## config.mk

```make
export PLATFORM = sky130hd
export DESIGN_NAME = magstripe_track2_decoder
export DESIGN_NICKNAME = d
export VERILOG_FILES = /design/src/hdl/mst2_pkg.sv /design/src/hdl/mst2_core.sv /design/src/hdl/mst2_skid.sv /design/src/hdl/magstripe_track2_decoder.sv
export SDC_FILE = /design/constraint.sdc
export NUM_CORES = 1
export LEC_CHECK = 0
export BUFFER_PORTS_ARGS = -buffer_cell sky130_fd_sc_hd__buf_2
export CAP_MARGIN = 20
export CORE_MARGIN = 8
export CORE_UTILIZATION = 50
export CTS_CLUSTER_DIAMETER = 120
export DETAILED_ROUTE_END_ITERATION = 16
export GPL_ROUTABILITY_DRIVEN = 0
export PLACE_DENSITY = 0.77
export SLEW_MARGIN = 40
export SYNTH_ARGS = -nofsm -noshare
export SYNTH_HDL_FRONTEND = slang
export SYNTH_SLANG_ARGS = --single-unit
```

## constraint.sdc

```tcl
create_clock -name aclk -period 4.8 [get_ports aclk]
set_clock_uncertainty 0.05 [all_clocks]
set_input_delay 1.44 -clock aclk [delete_from_list [all_inputs] [get_ports aclk]]
set_output_delay 1.44 -clock aclk [all_outputs]
set_load 0.03 [all_outputs]
```

## src/hdl/mst2_pkg.sv

```systemverilog
// Shared types, codes and constants of the Track 2 magnetic-stripe decoder.
package mst2_pkg;

    localparam int CHAR_BITS    = 5;
    localparam int STORE_DEPTH  = 8;
    localparam int MAX_DIGITS   = 8;
    localparam int BYTE_BITS    = 8;
    localparam int ID_BITS      = STORE_DEPTH * BYTE_BITS;
    localparam int COUNT_BITS   = 4;
    localparam int INDEX_BITS   = 3;
    localparam int LEN_BITS     = 4;
    localparam int OP_BITS      = 2;
    localparam int CFG_ADDR_BITS = 1;

    localparam logic [COUNT_BITS-1:0] MAX_DIGITS_C = COUNT_BITS'(MAX_DIGITS);
    localparam logic [LEN_BITS-1:0]   ID_LEN_C     = LEN_BITS'(STORE_DEPTH);
    localparam logic [INDEX_BITS-1:0] LAST_BIT_C   = INDEX_BITS'(CHAR_BITS - 1);
    localparam logic [BYTE_BITS-1:0]  ASCII_ZERO   = 8'h30;

    // Operation codes carried in s_tuser
    localparam logic [OP_BITS-1:0] OP_CLOCK  = 2'd0;
    localparam logic [OP_BITS-1:0] OP_ENABLE = 2'd1;
    localparam logic [OP_BITS-1:0] OP_READ   = 2'd2;

    // Configuration register indexes
    localparam logic [CFG_ADDR_BITS-1:0] REG_START_CODE = 1'd0;
    localparam logic [CFG_ADDR_BITS-1:0] REG_STOP_CODE  = 1'd1;

    localparam logic [CHAR_BITS-1:0] START_CODE_RST = 5'd11;
    localparam logic [CHAR_BITS-1:0] STOP_CODE_RST  = 5'd13;

    typedef struct packed {
        logic [ID_BITS-1:0]  card_id;
        logic [LEN_BITS-1:0] id_length;
        logic                read_valid;
        logic                id_ready;
    } result_t;

endpackage

```

## src/hdl/mst2_core.sv

```systemverilog
// Decoder state and its next-state update for one registered input item.
module mst2_core #(
    parameter int MAX_DIGITS = mst2_pkg::MAX_DIGITS
) (
    input  logic                             aclk,
    input  logic                             aresetn,
    input  logic                             item_valid,
    input  logic [mst2_pkg::OP_BITS-1:0]     item_op,
    input  logic                             item_level,
    input  logic [mst2_pkg::CHAR_BITS-1:0]   start_code,
    input  logic [mst2_pkg::CHAR_BITS-1:0]   stop_code,
    output mst2_pkg::result_t                result
);
    import mst2_pkg::*;

    localparam logic [COUNT_BITS-1:0] DIGIT_LIMIT = COUNT_BITS'(MAX_DIGITS);

    logic [CHAR_BITS-1:0]  window_reg,  window_next;
    logic [INDEX_BITS-1:0] bit_idx_reg, bit_idx_next;
    logic [COUNT_BITS-1:0] count_reg,   count_next;
    logic                  collect_reg, collect_next;
    logic                  ready_reg,   ready_next;
    logic [BYTE_BITS-1:0]  store_reg [STORE_DEPTH];

    logic                  bit_val;
    logic [CHAR_BITS-1:0]  shifted;
    logic [CHAR_BITS-1:0]  assembled;
    logic                  store_wr;
    logic [BYTE_BITS-1:0]  store_byte;
    logic [ID_BITS-1:0]    store_flat;

    assign bit_val    = ~item_level;
    assign shifted    = {bit_val, window_reg[CHAR_BITS-1:1]};
    assign assembled  = window_reg | (CHAR_BITS'(bit_val) << bit_idx_reg);
    assign store_byte = ASCII_ZERO + {4'd0, assembled[3:0]};

    always_comb begin
        for (int i = 0; i < STORE_DEPTH; i++) begin
            store_flat[i*BYTE_BITS +: BYTE_BITS] = store_reg[i];
        end
    end

    always_comb begin
        window_next  = window_reg;
        bit_idx_next = bit_idx_reg;
        count_next   = count_reg;
        collect_next = collect_reg;
        ready_next   = ready_reg;
        store_wr     = 1'b0;
        result       = '0;
        if (item_valid) begin
            case (item_op)
                OP_CLOCK: begin
                    if (!collect_reg) begin
                        // hunt for the start sentinel
                        if (shifted == start_code) begin
                            collect_next = 1'b1;
                            bit_idx_next = '0;
                            window_next  = '0;
                        end else begin
                            window_next = shifted;
                        end
                    end else if (bit_idx_reg == LAST_BIT_C) begin
                        bit_idx_next = '0;
                        window_next  = '0;
                        if (assembled == stop_code) begin
                            ready_next   = 1'b1;
                            collect_next = 1'b0;
                        end else if (count_reg < DIGIT_LIMIT) begin
                            store_wr   = 1'b1;
                            count_next = count_reg + 1'b1;
                        end
                    end else begin
                        window_next  = assembled;
                        bit_idx_next = bit_idx_reg + 1'b1;
                    end
                end
                OP_ENABLE: begin
                    window_next  = '0;
                    bit_idx_next = '0;
                    count_next   = '0;
                    collect_next = 1'b0;
                    ready_next   = 1'b0;
                end
                OP_READ: begin
                    if (ready_reg) begin
                        result.read_valid = 1'b1;
                        result.id_length  = ID_LEN_C;
                        result.card_id    = store_flat;
                        window_next  = '0;
                        bit_idx_next = '0;
                        count_next   = '0;
                        collect_next = 1'b0;
                        ready_next   = 1'b0;
                    end
                end
                default: begin
                end
            endcase
        end
        result.id_ready = ready_next;
    end

    always_ff @(posedge aclk) begin
        if (!aresetn) begin
            window_reg  <= '0;
            bit_idx_reg <= '0;
            count_reg   <= '0;
            collect_reg <= 1'b0;
            ready_reg   <= 1'b0;
            for (int i = 0; i < STORE_DEPTH; i++) begin
                store_reg[i] <= '0;
            end
        end else begin
            window_reg  <= window_next;
            bit_idx_reg <= bit_idx_next;
            count_reg   <= count_next;
            collect_reg <= collect_next;
            ready_reg   <= ready_next;
            if (store_wr) begin
                store_reg[count_reg[INDEX_BITS-1:0]] <= store_byte;
            end
        end
    end

endmodule

```

## src/hdl/mst2_skid.sv

```systemverilog
// Two-entry result buffer: output register plus skid register.
module mst2_skid (
    input  logic              aclk,
    input  logic              aresetn,
    input  logic              push,
    input  mst2_pkg::result_t push_data,
    output logic              can_push,
    output logic              out_valid,
    output mst2_pkg::result_t out_data,
    input  logic              out_ready
);
    import mst2_pkg::*;

    logic    main_valid_reg, main_valid_next;
    logic    skid_valid_reg, skid_valid_next;
    result_t main_reg, main_next;
    result_t skid_reg, skid_next;
    logic    pop;

    assign pop       = main_valid_reg & out_ready;
    assign can_push  = ~skid_valid_reg;
    assign out_valid = main_valid_reg;
    assign out_data  = main_reg;

    always_comb begin
        main_valid_next = main_valid_reg;
        skid_valid_next = skid_valid_reg;
        main_next       = main_reg;
        skid_next       = skid_reg;
        if (pop && skid_valid_reg) begin
            // drain the skid entry; no push is taken in this cycle
            main_next       = skid_reg;
            skid_valid_next = 1'b0;
        end else if (pop || !main_valid_reg) begin
            main_valid_next = push;
            main_next       = push_data;
        end else if (push) begin
            skid_valid_next = 1'b1;
            skid_next       = push_data;
        end
    end

    always_ff @(posedge aclk) begin
        if (!aresetn) begin
            main_valid_reg <= 1'b0;
            skid_valid_reg <= 1'b0;
        end else begin
            main_valid_reg <= main_valid_next;
            skid_valid_reg <= skid_valid_next;
        end
        main_reg <= main_next;
        skid_reg <= skid_next;
    end

endmodule

```

## src/hdl/magstripe_track2_decoder.sv

```systemverilog
// Top level of the Track 2 magnetic-stripe decoder with stream ports.
//
// The block decodes a Track 2 bit stream delivered one event per transaction:
// a reader clock edge with the raw (active-low) data level, an enable edge
// that restarts the card, or a read request. Characters are 5 bits, LSB
// first; the block hunts for start_code, then stores each character other
// than stop_code as ASCII '0' plus its low nibble, up to MAX_DIGITS. stop_code
// raises the ready flag (id_ready); a read while ready returns all eight
// stored bytes and clears the control state, while the stored bytes persist
// across cards. Every input transaction yields exactly one result
// transaction. Throughput is one transaction per clock while the result
// buffer has room: the state update lies between the input register and
// the result buffer. A result passes through the input register and the
// result buffer's output register before it appears on m_tvalid.
// A two-entry result buffer lets the input side keep accepting while a
// result waits; with m_tready held low, three transactions are held before
// s_tready drops. Write start_code and stop_code only while no transaction
// is in flight.
module magstripe_track2_decoder #(
    parameter int MAX_DIGITS = mst2_pkg::MAX_DIGITS
) (
    input  logic                                 aclk,
    input  logic                                 aresetn,
    // input channel
    input  logic                                 s_tvalid,
    output logic                                 s_tready,
    input  logic [7:0]                           s_tdata,  // [0] data_level, [7:1] zero
    input  logic [mst2_pkg::OP_BITS-1:0]         s_tuser,  // [1:0] operation
    // result channel
    output logic                                 m_tvalid,
    input  logic                                 m_tready,
    output logic [71:0]                          m_tdata,  // [0] id_ready,
                                                           // [4:1] id_length,
                                                           // [68:5] card_id,
                                                           // [71:69] zero
    output logic                                 m_tuser,  // [0] read_valid
    // configuration
    input  logic                                 cfg_wr_en,
    input  logic [mst2_pkg::CFG_ADDR_BITS-1:0]   cfg_addr,
    input  logic [mst2_pkg::CHAR_BITS-1:0]       cfg_wdata
);
    import mst2_pkg::*;

    logic                 in_valid_reg, in_valid_next;
    logic [OP_BITS-1:0]   in_op_reg;
    logic                 in_level_reg;
    logic [CHAR_BITS-1:0] start_code_reg;
    logic [CHAR_BITS-1:0] stop_code_reg;
    logic                 can_push;
    logic                 advance;
    logic                 in_accept;
    result_t              core_result;
    result_t              out_result;

    // The registered item moves on when the result buffer has room
    assign advance   = in_valid_reg & can_push;
    assign s_tready  = ~in_valid_reg | can_push;
    assign in_accept = s_tvalid & s_tready;

    always_comb begin
        in_valid_next = in_valid_reg;
        if (in_accept) begin
            in_valid_next = 1'b1;
        end else if (advance) begin
            in_valid_next = 1'b0;
        end
    end

    // Input register: hold the transaction until the core consumes it
    always_ff @(posedge aclk) begin
        if (!aresetn) begin
            in_valid_reg <= 1'b0;
        end else begin
            in_valid_reg <= in_valid_next;
        end
        if (in_accept) begin
            in_op_reg    <= s_tuser;
            in_level_reg <= s_tdata[0];
        end
    end

    // Configuration registers
    always_ff @(posedge aclk) begin
        if (!aresetn) begin
            start_code_reg <= START_CODE_RST;
            stop_code_reg  <= STOP_CODE_RST;
        end else if (cfg_wr_en) begin
            case (cfg_addr)
                REG_START_CODE: start_code_reg <= cfg_wdata;
                REG_STOP_CODE:  stop_code_reg  <= cfg_wdata;
                default: begin
                end
            endcase
        end
    end

    mst2_core #(
        .MAX_DIGITS (MAX_DIGITS)
    ) u_core (
        .aclk       (aclk),
        .aresetn    (aresetn),
        .item_valid (advance),
        .item_op    (in_op_reg),
        .item_level (in_level_reg),
        .start_code (start_code_reg),
        .stop_code  (stop_code_reg),
        .result     (core_result)
    );

    mst2_skid u_skid (
        .aclk      (aclk),
        .aresetn   (aresetn),
        .push      (advance),
        .push_data (core_result),
        .can_push  (can_push),
        .out_valid (m_tvalid),
        .out_data  (out_result),
        .out_ready (m_tready)
    );

    assign m_tdata = {3'b000, out_result.card_id, out_result.id_length,
                      out_result.id_ready};
    assign m_tuser = out_result.read_valid;

    // A returned id always carries eight bytes, and the read clears ready
    a_read_result: assert property (@(posedge aclk) disable iff (!aresetn)
        (m_tvalid && m_tuser) |-> (m_tdata[4:1] == ID_LEN_C && !m_tdata[0]))
        else $error("read result with bad length or ready still set");

    // Back-pressure on the input only while an item is held
    a_stall_held: assert property (@(posedge aclk) disable iff (!aresetn)
        !s_tready |-> in_valid_reg)
        else $error("input stalled with empty input register");

    // An accepted transaction occupies the input register next cycle
    a_accept_loads: assert property (@(posedge aclk) disable iff (!aresetn)
        in_accept |=> in_valid_reg)
        else $error("accepted transaction lost");

endmodule
```

# --- Yosys cells after proc, flatten, opt, wreduce, memory -nomap -nowiden ---
# Memory sizes are Yosys's and may differ from the RTL's.
# Cells that the tools add are included.
totals:
  register_bits: 170
  latch_bits: 0
  ram_bits: 56
  mem_bits_ro: 0
  in_bits: 21
  output_inout_bits: 75
  word_cells: 114
  memories: 1
op_classes:
  add_sub_neg: 3
  n_mul: 0
  n_div: 0
  magnitude_cmp: 1
  n_eq_ne: 11
  n_shift: 1
  n_mux: 47
  bitwise_logic: 12
  reduce_logical: 18
mem_list:
  columns: ["name", "words", "word_bits", "rd", "rd_ports_with_merged_regs", "wr", "line_no", "rtl"]
  rows:
  - ["u_core.store_reg", 8, 7, 8, 0, 8, "mst2_core.sv:23", "logic [BYTE_BITS-1:0] store_reg [STORE_DEPTH];"]
ops:
  columns: ["cell", "count"]
  rows:
  - ["69-bit 2-to-1 mux", 3]
  - ["70-bit 2-to-1 mux", 2]
  - ["1-bit 2-to-1 mux", 22]
  - ["4-bit 2-to-1 mux", 5]
  - ["5-bit 2-to-1 mux", 4]
  - ["3-bit 2-to-1 mux", 5]
  - ["5-bit case mux with 3 select lines", 1]
  - ["4-bit case mux with 3 select lines", 1]
  - ["5-bit == test", 2]
  - ["3-bit case mux with 3 select lines", 1]
  - ["2-bit by 1-bit != test with 1-bit output, second input constant", 4]
  - ["2-bit AND reduction", 4]
  - ["6-bit by 4-bit adder with 7-bit output, first input constant", 1]
  - ["7-bit 2-to-1 mux", 1]
  - ["1-bit NOT", 7]
  - ["7-bit AND reduction", 1]
  - ["7-bit OR reduction", 1]
  - ["3-bit AND reduction", 2]
  - ["5-bit OR", 1]
  - ["1-bit by 3-bit left shift with 5-bit output", 1]
  - ["4-bit by 1-bit adder with 4-bit output, second input constant", 1]
  - ["4-bit < comparator, second input constant", 1]
  - ["4-bit AND reduction", 1]
  - ["2-bit nonzero test", 2]
  - ["16 further kinds", 19]

# --- Logic depth before layout (Yosys ltp) ---
# Gate-level depths: netlist (run 1).
logic_depth:
  ltp_word: 14
  depth_mapped: 8

# --- Cells and area by module ---
# From an unflattened synthesis (run 1), not the netlist that was laid out.
hier_totals:
  cells_unflattened: 600
  hier_area_um2: 8770.9
by_module_without_submodules:
  columns: ["module", "instances", "cells_per_inst", "area_each_um2"]
  rows:
  - ["mst2_skid", 1, 230, 5218.8]
  - ["mst2_core", 1, 313, 2976.6]
  - ["magstripe_track2_decoder", 1, 57, 575.6]

# --- Worst setup path after synthesis (run 1) ---
# No wires, ideal clock.
synth_timing:
  kind: "input-to-reg"
  startpoint: "input m_tready"
  endpoint: "register u_skid.skid_reg[0] (netlist name) (enable)"
  setup_ps: 443
  arrival_time_ps: 4363
  required_time_ps: 4307
  setup_slack_ps: -55
  path_stages: 3
  path_buffers: 0
  path_cell_list: "inv_1 nand2_1 nor2_1"
synth_between:
  elab_chain_cells: 4
  word_cells_on_any_way: 6
  classes_between: "3 x bitwise; 3 x reduce/logical"
synth_rtl:
  columns: ["item", "line_no", "rtl"]
  rows:
  - ["start, declared", "magstripe_track2_decoder.sv:31", "input logic m_tready,"]
  - ["1-bit bitwise AND *", "mst2_skid.sv:20", "assign pop = main_valid_reg & out_ready;"]
  - ["1-bit logical AND / 1-bit logical OR (equally long branches)", "mst2_skid.sv:30, mst2_skid.sv:34", null]
  - ["1-bit NOT (no line)", null, null]
  - ["3-bit AND reduction (no line) *", null, null]
  - ["end signal, assigned", "mst2_skid.sv:52", "skid_reg <= skid_next;"]
  - ["end, declared", "mst2_skid.sv:17", "result_t skid_reg, skid_next;"]
# Mark *: on every way between the ends. The rest lies on a longest branch, timed or not.
# A chain may end at the register's enable or synchronous reset.

==> summary.txt, run 1 <==
GRT
  – Initial antenna violation count: 0
  – Vias in the first global route: 3926
  – Largest net degree at the start of global routing: 43
  – Gr usage total: 14.6%
  – First-pass GRT wire length: 19200 um
  – GR Overflow Total: 0

Synth
  – Most frequent cell after synthesis: edfxtp_1
  – Synth area leaders: edfxtp_1 (55%), dfxtp_1 (11%), a21o_1 (5.2%), and2_1 (4.2%), buf_4 (3.6%)
  – Largest area contributor in the netlist: edfxtp_1
  – Avg Cell Area, Syn: 12.5 um2
  – Register area share after synthesis: 66.3%
  – Ys Warns: 0
  – Adder-Cell Fraction of Synth Area: 1.16%
  – XOR/XNOR share of the synthesized area: 1.09%
  – Yosys cell types: 45
  – Post-synthesis mux area share: 0.310%
  – Asr flop ratio synth: 0%
  – Cells after Synth: 517
  – Syn Std Cell Area: 0.00645 mm2
  – Post-synth EDFFs: 119
  – Largest family of logic cells by synthesized area: simple AND/OR/NAND/NOR gates
  – Synth Area in Simple Gates: 16.8%
  – Yosys top cell area share: 55.4%
  – Flops & latches, synth: 154
  – Synth cell count leaders: edfxtp_1 (119), nor2_1 (51), nand2_1 (48)
  – Synth Flop Type: edfxtp_1
  – Synth Area in Compound Gates: 8.63%

Timing
  – Slew Limit Fails: 0
  – Final worst path period share: 66.1%
  – Final setup margin: 1.63 ns
  – Max_slew headroom: 55.4%
  – Minimum clock period: 3.17 ns
  – Final setup fails: 0
  – Final hold violations: 0
  – RSZ-0062 raised after global routing: false
  – Slew at the pin closest to its max-slew limit: 0.669 ns
  – Achievable frequency: 315 MHz
  – Setup TNS: 0 ns

Floorplanning
  – Die area: 0.0168 mm2
  – IO Pins: 96
  – Die Ht: 130 um
  – Die width: 130 um
  – Num rows: 41
  – Initial Util: 51.1%
  – Core area: 0.0126 mm2

Critical path
  – CP Data Arrival Time: 3.25 ns
  – Largest fanout on the critical path: 10
  – CP Launch Type: flop
  – R2R depth: 6
  – CP required: 4.88 ns
  – Crit Reg-Reg Startpoint: in_level_reg$_DFFE_PP_
  – Crit Path Category: reg -> reg
  – Worst R2R Setup Slack: 1.63 ns
  – Crit. End Element: flop
  – R2R Path End: u_core.store_reg[1][1]$_DFFE_PP_

CTS
  – CTS tree: built
  – CTS Sinks: 154
  – H-tree depth: 4
  – Hold_buf cts: 0
  – CTS Buf Count: 17
  – Clock Path Buffers: 2
  – Clk root buf: clkbuf_16
  – Clock Latency Late Sink: 0.41 ns
  – Quantity of gates resized following cts: 0
  – Worst-path clk slew: 0.06 ns
  – Post-CTS Setup Bufs: 0

Worst hold path
  – Hold path startpoint: u_core.store_reg[0][4]$_SDFFE_PP1N_
  – Hold WC Path Type: reg -> reg
  – Worst Hold End: u_core.store_reg[0][4]$_SDFFE_PP1N_
  – Hold Path Cell Cnt: 2

Place
  – Post-DP HPWL: 7730 um
  – Place WS: 1.64 ns
  – I/O Buffers: 66

Power and ir drop
  – Clock Power Share: 45.8%
  – Seq pwr share: 49.4%
  – Comb pwr share: 4.8%
  – Cell Pwr Density: 400 mW/mm2
  – Leak Pwr: 0.00342 uW
  – VDD IR max: 0.000207 V
  – Switching Share: 20.7%
  – Net Switching: 617 uW
  – P_int: 2360 uW

Run status
  – Status: finished, final reports clean

Routing
  – DRC violations left: 0
  – Iteration-0 DRC Markers: 261
  – Routed WL: 11700 um
  – Vias/cell: 5.06
  – Pre-antenna DRT Iters: 4
  – WL per Instance: 15.3 um
  – Antenna-violating nets left: 0
  – Total number of vias: 3864

Layout
  – Area growth from synthesis to layout: 15.5%
  – Share of layout cells above drive strength 1: 19.5%
  – ANT cells: 0
  – # nets final: 605

Flow run
  – Max cap viols: 0
==> power groups by stage <==
stage	Clock [uW]	Sequential (uW)	Combinational (uW)
floorplan	0	1530	93.7
global placement	0	1500	137
detailed placement	0	1500	142
CTS	1390	1470	143
global route	1440	1480	153
finish	1360	1470	143
==> cell type report <==
type / count / area [um2]
Clock buffer: 20 / 437
Clock inverter: 12 / 174
Fill cell: 1044 / 5170
Inverter: 11 / 41.3
Multi-Input combinational cell: 320 / 1900
Sequential cell: 154 / 4270
Tap cell: 172 / 215
Timing Repair Buffer: 74 / 405
==> metal layers <==
metal / part of all wire, % / wire length [um] / global-route usage (%) / up-vias
li1: - / - / - / 1905
met1: 42 / 4930 / 16.7 / 1836
met2: 51 / 5920 / 25.3 / 106
met3: 5.2 / 611 / 3.57 / 17
met4: 2.0 / 233 / 6.90 / 0
met5: 0 / 0 / 0 / -
==> worst max-delay path by stage <==
stage | start | to | slack [ns] | cells past startpoint
global route | in_level_reg$_DFFE_PP_ | u_core.store_reg[0][0]$_DFFE_PP_ | 1.51 | 6
detailed placement | in_level_reg$_DFFE_PP_ | u_core.store_reg[1][2]$_DFFE_PP_ | 1.64 | 6
global placement | aresetn | u_core.store_reg[1][0]$_DFFE_PP_ | 1.70 | 5
finish | in_level_reg$_DFFE_PP_ | u_core.store_reg[1][1]$_DFFE_PP_ | 1.63 | 6
CTS | in_level_reg$_DFFE_PP_ | u_core.store_reg[1][1]$_DFFE_PP_ | 1.62 | 6
floorplan | m_tready | u_skid.skid_reg[0]$_DFFE_PP_ | 0.65 | 3
==> layout by cell type (no fill, tap or decap), types with 7 or more instances in the layout <==
cell type	n
a21o_1	45
a21oi_1	15
and2_1	43
buf_2	66
clkbuf_16	17
conb_1	22
dfxtp_1	35
edfxtp_1	119
inv_1	11
nand2_1	47
nand3_1	15
nor2_1	49
nor2b_1	7
==> kinds of logic after synthesis <==
kind of cell | count (synthesis)
AO/OA/AOI/OAI | 81
buffers and inverters | 64
flip-flops | 154
adder cells (fa/ha/maj) | 6
AND/OR/NAND/NOR | 201
other | 1
multiplexers | 2
XOR/XNOR | 8
==> critical path, cell delays in order, from the launching register on <==
cell and delay [ns]:
edfxtp_1 0.49, or4b_4 0.53, and3_1 0.20, nor4b_2 0.41
or4b_1 0.76, nand4_2 0.29, nand2_1 0.16
==> per-stage QoR <==
step           cells  util (%)  hold slack (ns)  cell area (um2)  power [uW]
5_1_grt          763      59.0            0.405             7450        3070
4_1_cts          763      59.0            0.389             7450        3000
3_3_place_gp     729      53.9            0.380             6810        1640
3_5_place_dp     731      54.2            0.379             6840        1640
2_1_floorplan    538         -            0.365             6530        1620
6_report         763      59.0            0.387             7450        2980
Power figures use the tool's default switching activity.
==> run 2: changes to the inputs <==
Settings changed: PLACE_DENSITY 0.77 to 0.74.
Clock period 4.8 ns to 3.1 ns, I/O delays scaled along.
==> run 2 against run 1 <==
Fmax is 12% higher. Critical path depth up 1. Largest cell class unchanged. Highest routed layer unchanged. Utilization decreased by 0.39 points. Critical endpoint is now u_core.store_reg[4][0]$_DFFE_PP_. Non-clock buffer count increased by 3. Largest power group unchanged. Worst hold slack improved by 0.010 ns. Sequential cell count did not move.
==> summary.txt, run 2 (synthesis gave the netlist of run 1 again) <==
Routing
  – Iteration-0 DRC Markers: 204 (was 261)
  – WL per Instance: 14.9 um (was 15.3 um)
  – Total number of vias: 3850 (was 3864)
  – Vias/cell: 5.03 (was 5.06)
  – Antenna-violating nets left: 0 (unchanged)
  – Routed WL: 11400 um (was 11700 um)
  – Pre-antenna DRT Iters: 5 (was 4)
  – DRC violations left: 0 (unchanged)

Power and ir drop
  – Cell Pwr Density: 597 mW/mm2 (was 400 mW/mm2)
  – Leak Pwr: 0.00346 uW (was 0.00342 uW)
  – VDD IR max: 0.000272 V (was 0.000207 V)

Critical path
  – Worst Path Buf+Inv: 1 (was 0)
  – CP Data Arrival Time: 2.91 ns (was 3.25 ns)
  – R2R depth: 7 (was 6)
  – Worst Setup EP: u_core.store_reg[4][0]$_DFFE_PP_ (was u_core.store_reg[1][1]$_DFFE_PP_)
  – Critical-path cell list: or4b_4, and3_1, nor4b_2, or4b_1, buf_4, nand4b_2, nand2_1 (was or4b_4, and3_1, nor4b_2, or4b_1, nand4_2, nand2_1)
  – Crit Reg-Reg Startpoint: in_level_reg$_DFFE_PP_ (unchanged)
  – Largest fanout on the critical path: 10 (unchanged)
  – Crit. End Element: flop (unchanged)
  – R2R Path End: u_core.store_reg[4][0]$_DFFE_PP_ (was u_core.store_reg[1][1]$_DFFE_PP_)
  – CP required: 3.19 ns (was 4.88 ns)
  – Top cell family by delay on the critical path: simple AND/OR/NAND/NOR gates (unchanged)
  – Slowest stage delay, CP: 0.53 ns (was 0.76 ns)
  – Worst path depth: 7 (was 6)
  – Crit Path Category: reg -> reg (unchanged)
  – Setup crit start: in_level_reg$_DFFE_PP_ (unchanged)
  – Worst R2R Setup Slack: 0.28 ns (was 1.63 ns)
  – Crit-path slowest cell: or4b_4 (was or4b_1)
  – CP Launch Type: flop (unchanged)

Floorplanning
  – Die area: 0.0168 mm2 (unchanged)
  – IO Pins: 96 (unchanged)
  – Initial Util: 51.1% (unchanged)
  – Core area: 0.0126 mm2 (unchanged)
  – Die width: 130 um (unchanged)
  – Num rows: 41 (unchanged)
  – Die Ht: 130 um (unchanged)

GRT
  – Vias in the first global route: 3941 (was 3926)
  – First-pass GRT wire length: 18900 um (was 19200 um)
  – GR Overflow Total: 0 (unchanged)
  – Largest net degree at the start of global routing: 44 (was 43)
  – Initial antenna violation count: 0 (unchanged)
  – Gr usage total: 14.4% (was 14.6%)

Layout
  – Commonest cells after routing, fill and taps aside: edfxtp_1 (119), buf_2 (66), nor2_1 (50), nand2_1 (47), a21o_1 (45) (was edfxtp_1 (119), buf_2 (66), nor2_1 (49), nand2_1 (47), a21o_1 (45))
  – Share of layout cells above drive strength 1: 19.9% (was 19.5%)
  – Commonest non-fill, non-tap cell in the layout: edfxtp_1 (unchanged)
  – # nets final: 608 (was 605)
  – ANT cells: 0 (unchanged)
  – Area growth from synthesis to layout: 14.7% (was 15.5%)

CTS
  – Quantity of gates resized following cts: 0 (unchanged)
  – Worst-path clk slew: 0.06 ns (about the same)
  – Clock Latency Late Sink: 0.41 ns (about the same)
  – CTS Sinks: 154 (unchanged)
  – Clk root buf: clkbuf_16 (unchanged)
  – Hold_buf cts: 0 (unchanged)
  – CTS Buf Count: 17 (unchanged)
  – H-tree depth: 4 (unchanged)
  – Clock Path Buffers: 2 (unchanged)
  – Post-CTS Setup Bufs: 0 (unchanged)
  – CTS tree: built (unchanged)

Timing
  – Final worst path period share: 91.0% (was 66.1%)
  – Slew at the pin closest to its max-slew limit: 0.693 ns (was 0.669 ns)
  – Achievable frequency: 354 MHz (was 315 MHz)
  – Final setup fails: 0 (unchanged)
  – Setup TNS: 0 ns (unchanged)
  – Slew Limit Fails: 0 (unchanged)
  – Final hold violations: 0 (unchanged)
  – Minimum clock period: 2.82 ns (was 3.17 ns)
  – RSZ-0062 raised after global routing: false (unchanged)
  – Max_slew headroom: 53.8% (was 55.4%)
  – Hold WS: 0.397 ns (was 0.387 ns)

Run status
  – Status: finished, final reports clean (unchanged)

Flow run
  – Max cap viols: 0 (unchanged)

Worst hold path
  – Hold WC Path Type: reg -> reg (unchanged)
  – Hold Path Cell Cnt: 2 (unchanged)

Place
  – Post-DP HPWL: 7770 um (was 7730 um)
  – I/O Buffers: 66 (unchanged)
-- run 2: changes by cell type in the layout (fill, tap and decap cells not counted), sizes merged --
cell | previous run | this run
clkinvlp | 2 | 4
buf | 74 | 77
clkinv | 6 | 8
bufinv | 4 | 2
clkbuf | 20 | 17
inv | 11 | 12
-- run 2: worst register-to-register path: stages, from the launching register on --
cell      delay (ns)
edfxtp_1        0.49
or4b_4          0.53
and3_1          0.20
nor4b_2         0.29
or4b_1          0.46
buf_4           0.21
nand4b_2        0.16
nand2_1         0.16
-- run 2: per-stage QoR --
| step | power, uW | area (um2) | worst slack, ns | utilization [%] | cells |
|---|---|---|---|---|---|
| floorplan | 2500 | 6540 | 0.375 | - | 538 |
| global placement | 2530 | 6840 | 0.352 | 54.2 | 734 |
| detailed placement | 2540 | 6840 | 0.287 | 54.2 | 734 |
| CTS | 4460 | 7400 | 0.276 | 58.6 | 766 |
| global route | 4570 | 7400 | 0.140 | 58.6 | 766 |
| finish | 4420 | 7400 | 0.278 | 58.6 | 766 |
-- run 2: layer usage --
metal | GRT usage [%] | routed length (um) | vias up
met1 | 16.3 | 4820 | 1837
met3 | 4.52 | 646 | 6
li1 | - | - | 1908
met2 | 24.7 | 5880 | 99
met4 | 5.87 | 76 | 0
met5 | 0 | 0 | -
-- run 2: power breakdown --
part	internal (uW)	switching (uW)
Clock	1170	758
Combinational	53.6	165
Sequential	2260	21.1
Total	3480	944
-- run 2: cell type report --
cell class	instances	area, um2
clock buffers	17	425
clock inverters	15	133
fillers	1035	5220
inverters	11	41.3
multi-input cells	320	1900
flip-flops and latches	154	4270
well taps	172	215
repair buffers	77	413
-- run 2: worst min-delay path by stage --
stage | slack, ns | to | start
floorplan | 0.37 | u_core.store_reg[0][4]$_SDFFE_PP1N_ | u_core.store_reg[0][4]$_SDFFE_PP1N_
finish | 0.40 | u_core.store_reg[6][4]$_SDFFE_PP1N_ | u_core.store_reg[6][4]$_SDFFE_PP1N_
global placement | 0.38 | u_core.store_reg[6][4]$_SDFFE_PP1N_ | u_core.store_reg[6][4]$_SDFFE_PP1N_
CTS | 0.40 | u_core.store_reg[6][4]$_SDFFE_PP1N_ | u_core.store_reg[6][4]$_SDFFE_PP1N_
global route | 0.41 | u_core.store_reg[6][4]$_SDFFE_PP1N_ | u_core.store_reg[6][4]$_SDFFE_PP1N_
detailed placement | 0.39 | u_core.store_reg[6][4]$_SDFFE_PP1N_ | u_core.store_reg[6][4]$_SDFFE_PP1N_
==> run 3: changes to the inputs <==
--- a/config.mk
+++ b/config.mk
@@ -7,6 +7,6 @@
 export LEC_CHECK = 0
-export BUFFER_PORTS_ARGS = -buffer_cell sky130_fd_sc_hd__buf_2
+export BUFFER_PORTS_ARGS = -buffer_cell sky130_fd_sc_hd__clkbuf_2
 export CAP_MARGIN = 20
 export CORE_MARGIN = 8
-export CORE_UTILIZATION = 50
+export CORE_UTILIZATION = 57
 export CTS_CLUSTER_DIAMETER = 120
@@ -14,3 +14,3 @@
 export GPL_ROUTABILITY_DRIVEN = 0
-export PLACE_DENSITY = 0.74
+export PLACE_DENSITY = 0.83
 export SLEW_MARGIN = 40
==> constraint.sdc (replaced) <==
create_clock -name aclk -period 3.1 [get_ports aclk]
set_clock_uncertainty 0.05 [all_clocks]
set_input_delay 0.465 -clock aclk [delete_from_list [all_inputs] [get_ports aclk]]
set_output_delay 0.465 -clock aclk [all_outputs]
set_load 0.03 [all_outputs]
==> run 3 against run 2 <==
Count of clock-buffer cells in the layout increased by 1. Combinational power barely moved. Utilization up 7.0 points. Global-route usage grew 2.5 points. Critical path depth stayed put. Die area down 11%. Sequential power is essentially flat. Worst hold slack worse by 0.22 ns. Final cell count fell by 3.7%. Via count is 2.9% higher. Setup slack worse by 0.0088 ns. Critical path type unchanged. Critical endpoint is now u_core.store_reg[2][3]$_DFFE_PP_. Largest power group unchanged.
==> summary.txt, run 3 (synthesis gave the netlist of run 1 again) <==
Run status
  – Status: finished, final reports clean (unchanged)

Timing
  – Final hold violations: 0 (unchanged)
  – Slew Limit Fails: 0 (unchanged)
  – Achievable frequency: 353 MHz (was 354 MHz)
  – Final worst path period share: 91.3% (was 91.0%)
  – Setup TNS: 0 ns (unchanged)
  – Minimum clock period: 2.83 ns (was 2.82 ns)
  – RSZ-0062 raised after global routing: false (unchanged)
  – Slew at the pin closest to its max-slew limit: 0.662 ns (was 0.693 ns)
  – Final setup fails: 0 (unchanged)
  – Final setup margin: 0.269 ns (was 0.278 ns)
  – Max_slew headroom: 55.7% (was 53.8%)

Worst hold path
  – Hold path startpoint: s_tuser[0] (was u_core.store_reg[6][4]$_SDFFE_PP1N_)
  – Hold WC Path Type: in -> reg (was reg -> reg)

CTS
  – Post-CTS Setup Bufs: 0 (unchanged)
  – Clk root buf: clkbuf_16 (unchanged)
  – Clock Path Buffers: 2 (unchanged)
  – Worst-path clk slew: 0.06 ns (about the same)
  – CTS Buf Count: 17 (unchanged)
  – Hold_buf cts: 0 (unchanged)
  – Clock Latency Late Sink: 0.41 ns (about the same)
  – CTS Sinks: 154 (unchanged)
  – Quantity of gates resized following cts: 0 (unchanged)
  – CTS tree: built (unchanged)
  – H-tree depth: 4 (unchanged)

Power and ir drop
  – Seq pwr share: 51.8% (was 51.5%)
  – Net Switching: 986 uW (was 944 uW)
  – P_int: 3410 uW (was 3480 uW)
  – Comb pwr share: 5.0% (was 4.9%)
  – Switching Share: 22.4% (was 21.4%)
  – Final Total Pwr: 4400 uW (was 4420 uW)
  – Cell Pwr Density: 597 mW/mm2 (about the same)
  – Clock Power Share: 43.2% (was 43.5%)
  – Leak Pwr: 0.00341 uW (was 0.00346 uW)
  – VDD IR max: 0.000275 V (was 0.000272 V)

Routing
  – Iteration-0 DRC Markers: 265 (was 204)
  – Total number of vias: 3961 (was 3850)
  – Vias/cell: 5.37 (was 5.03)
  – WL per Instance: 16.4 um (was 14.9 um)
  – Antenna-violating nets left: 0 (unchanged)
  – DRC violations left: 0 (unchanged)
  – Pre-antenna DRT Iters: 4 (was 5)
  – Routed WL: 12100 um (was 11400 um)

Place
  – Place WS: 0.310 ns (was 0.287 ns)
  – I/O Buffers: 66 (unchanged)
  – Post-DP HPWL: 8260 um (was 7770 um)

Critical path
  – Top cell family by delay on the critical path: simple AND/OR/NAND/NOR gates (unchanged)
  – CP required: 3.18 ns (was 3.19 ns)
  – CP Data Arrival Time: 2.91 ns (about the same)
  – Largest fanout on the critical path: 10 (unchanged)
  – Crit Reg-Reg Startpoint: in_level_reg$_DFFE_PP_ (unchanged)
  – Crit. End Element: flop (unchanged)
  – Worst R2R Setup Slack: 0.27 ns (was 0.28 ns)
  – Crit-path slowest cell: or4b_4 (unchanged)
  – CP Launch Type: flop (unchanged)
  – Crit Path Category: reg -> reg (unchanged)
  – Slowest stage delay, CP: 0.53 ns (about the same)
  – Critical-path cell list: or4b_4, and3_1, nor4b_2, or4b_1, buf_4, nand4b_2, nand2_1 (unchanged)
  – Setup crit start: in_level_reg$_DFFE_PP_ (unchanged)
  – Worst Path Buf+Inv: 1 (unchanged)

GRT
  – GR Overflow Total: 0 (unchanged)
  – Initial antenna violation count: 0 (unchanged)
  – Vias in the first global route: 4121 (was 3941)
  – First-pass GRT wire length: 19900 um (was 18900 um)
  – Gr usage total: 16.9% (was 14.4%)
  – Largest net degree at the start of global routing: 43 (was 44)

Floorplanning
  – Die area: 0.0150 mm2 (was 0.0168 mm2)
  – Num rows: 39 (was 41)
  – Die Ht: 122 um (was 130 um)
  – Initial Util: 57.5% (was 51.1%)
  – Die width: 122 um (was 130 um)
  – Core area: 0.0112 mm2 (was 0.0126 mm2)
  – IO Pins: 96 (unchanged)

Layout
  – ANT cells: 0 (unchanged)
  – Share of layout cells above drive strength 1: 20.0% (was 19.9%)
  – Fill count: 824 (was 1035)
  – Fin util: 65.7% (was 58.6%)
  – Commonest cells after routing, fill and taps aside: edfxtp_1 (119), clkbuf_2 (66), nor2_1 (50), nand2_1 (47), a21o_1 (45) (was edfxtp_1 (119), buf_2 (66), nor2_1 (50), nand2_1 (47), a21o_1 (45))
  – Commonest non-fill, non-tap cell in the layout: edfxtp_1 (unchanged)
  – # nets final: 609 (was 608)
  – Area growth from synthesis to layout: 14.2% (was 14.7%)

Flow run
  – Max cap viols: 0 (unchanged)
run 3: changes by cell type in the layout (fill, tap and decap cells not counted), sizes merged:
| cell | previous run | this run |
|---|---|---|
| clkinvlp | 4 | 7 |
| inv | 12 | 13 |
| buf | 77 | 12 |
| clkinv | 8 | 4 |
| bufinv | 2 | 1 |
| clkbuf | 17 | 84 |
run 3: through the flow:
step	instances	hold WS [ns]	cell area [um2]
global route	738	0.171	7370
detailed placement	706	0.388	6810
CTS	738	0.166	7370
global placement	706	0.382	6810
floorplan	538	0.365	6540
finish	738	0.180	7370
run 3: power groups by stage:
| stage | clock network [uW] | registers (uW) | logic [uW] |
|---|---|---|---|
| after detailed placement | 0 | 2320 | 219 |
| final | 1900 | 2280 | 219 |
| after global routing | 2030 | 2280 | 237 |
| after floorplan | 0 | 2360 | 145 |
| after CTS | 1930 | 2280 | 220 |
| after global placement | 0 | 2320 | 212 |
run 3: final timing paths:
kind / end / cells past startpoint
worst min-delay path: in_op_reg[0]$_DFFE_PP_ / 1
worst max-delay path: u_core.store_reg[2][3]$_DFFE_PP_ / 7
worst min register to register: u_core.store_reg[7][4]$_SDFFE_PP1N_ / 2
worst max register to register: u_core.store_reg[2][3]$_DFFE_PP_ / 7
run 3: routing by layer:
metal	share of wire (%)	track usage, %	vias up	wire length (um)
met5	0	0	-	0
met2	53	29.9	101	6350
met4	1.6	6.70	0	189
met1	41	19.2	1929	4910
met3	5.3	4.19	13	642
li1	-	-	1918	-
run 3: cell type report:
cell class	instances	area (um2)	area share (%)
sequential	154	4270	58.0
multi-input combinational	320	1900	25.8
clock buffer	18	429	5.82
timing repair buffer	78	420	5.71
tap	143	179	2.43
clock inverter	14	125	1.70
inverter	11	41.3	0.560
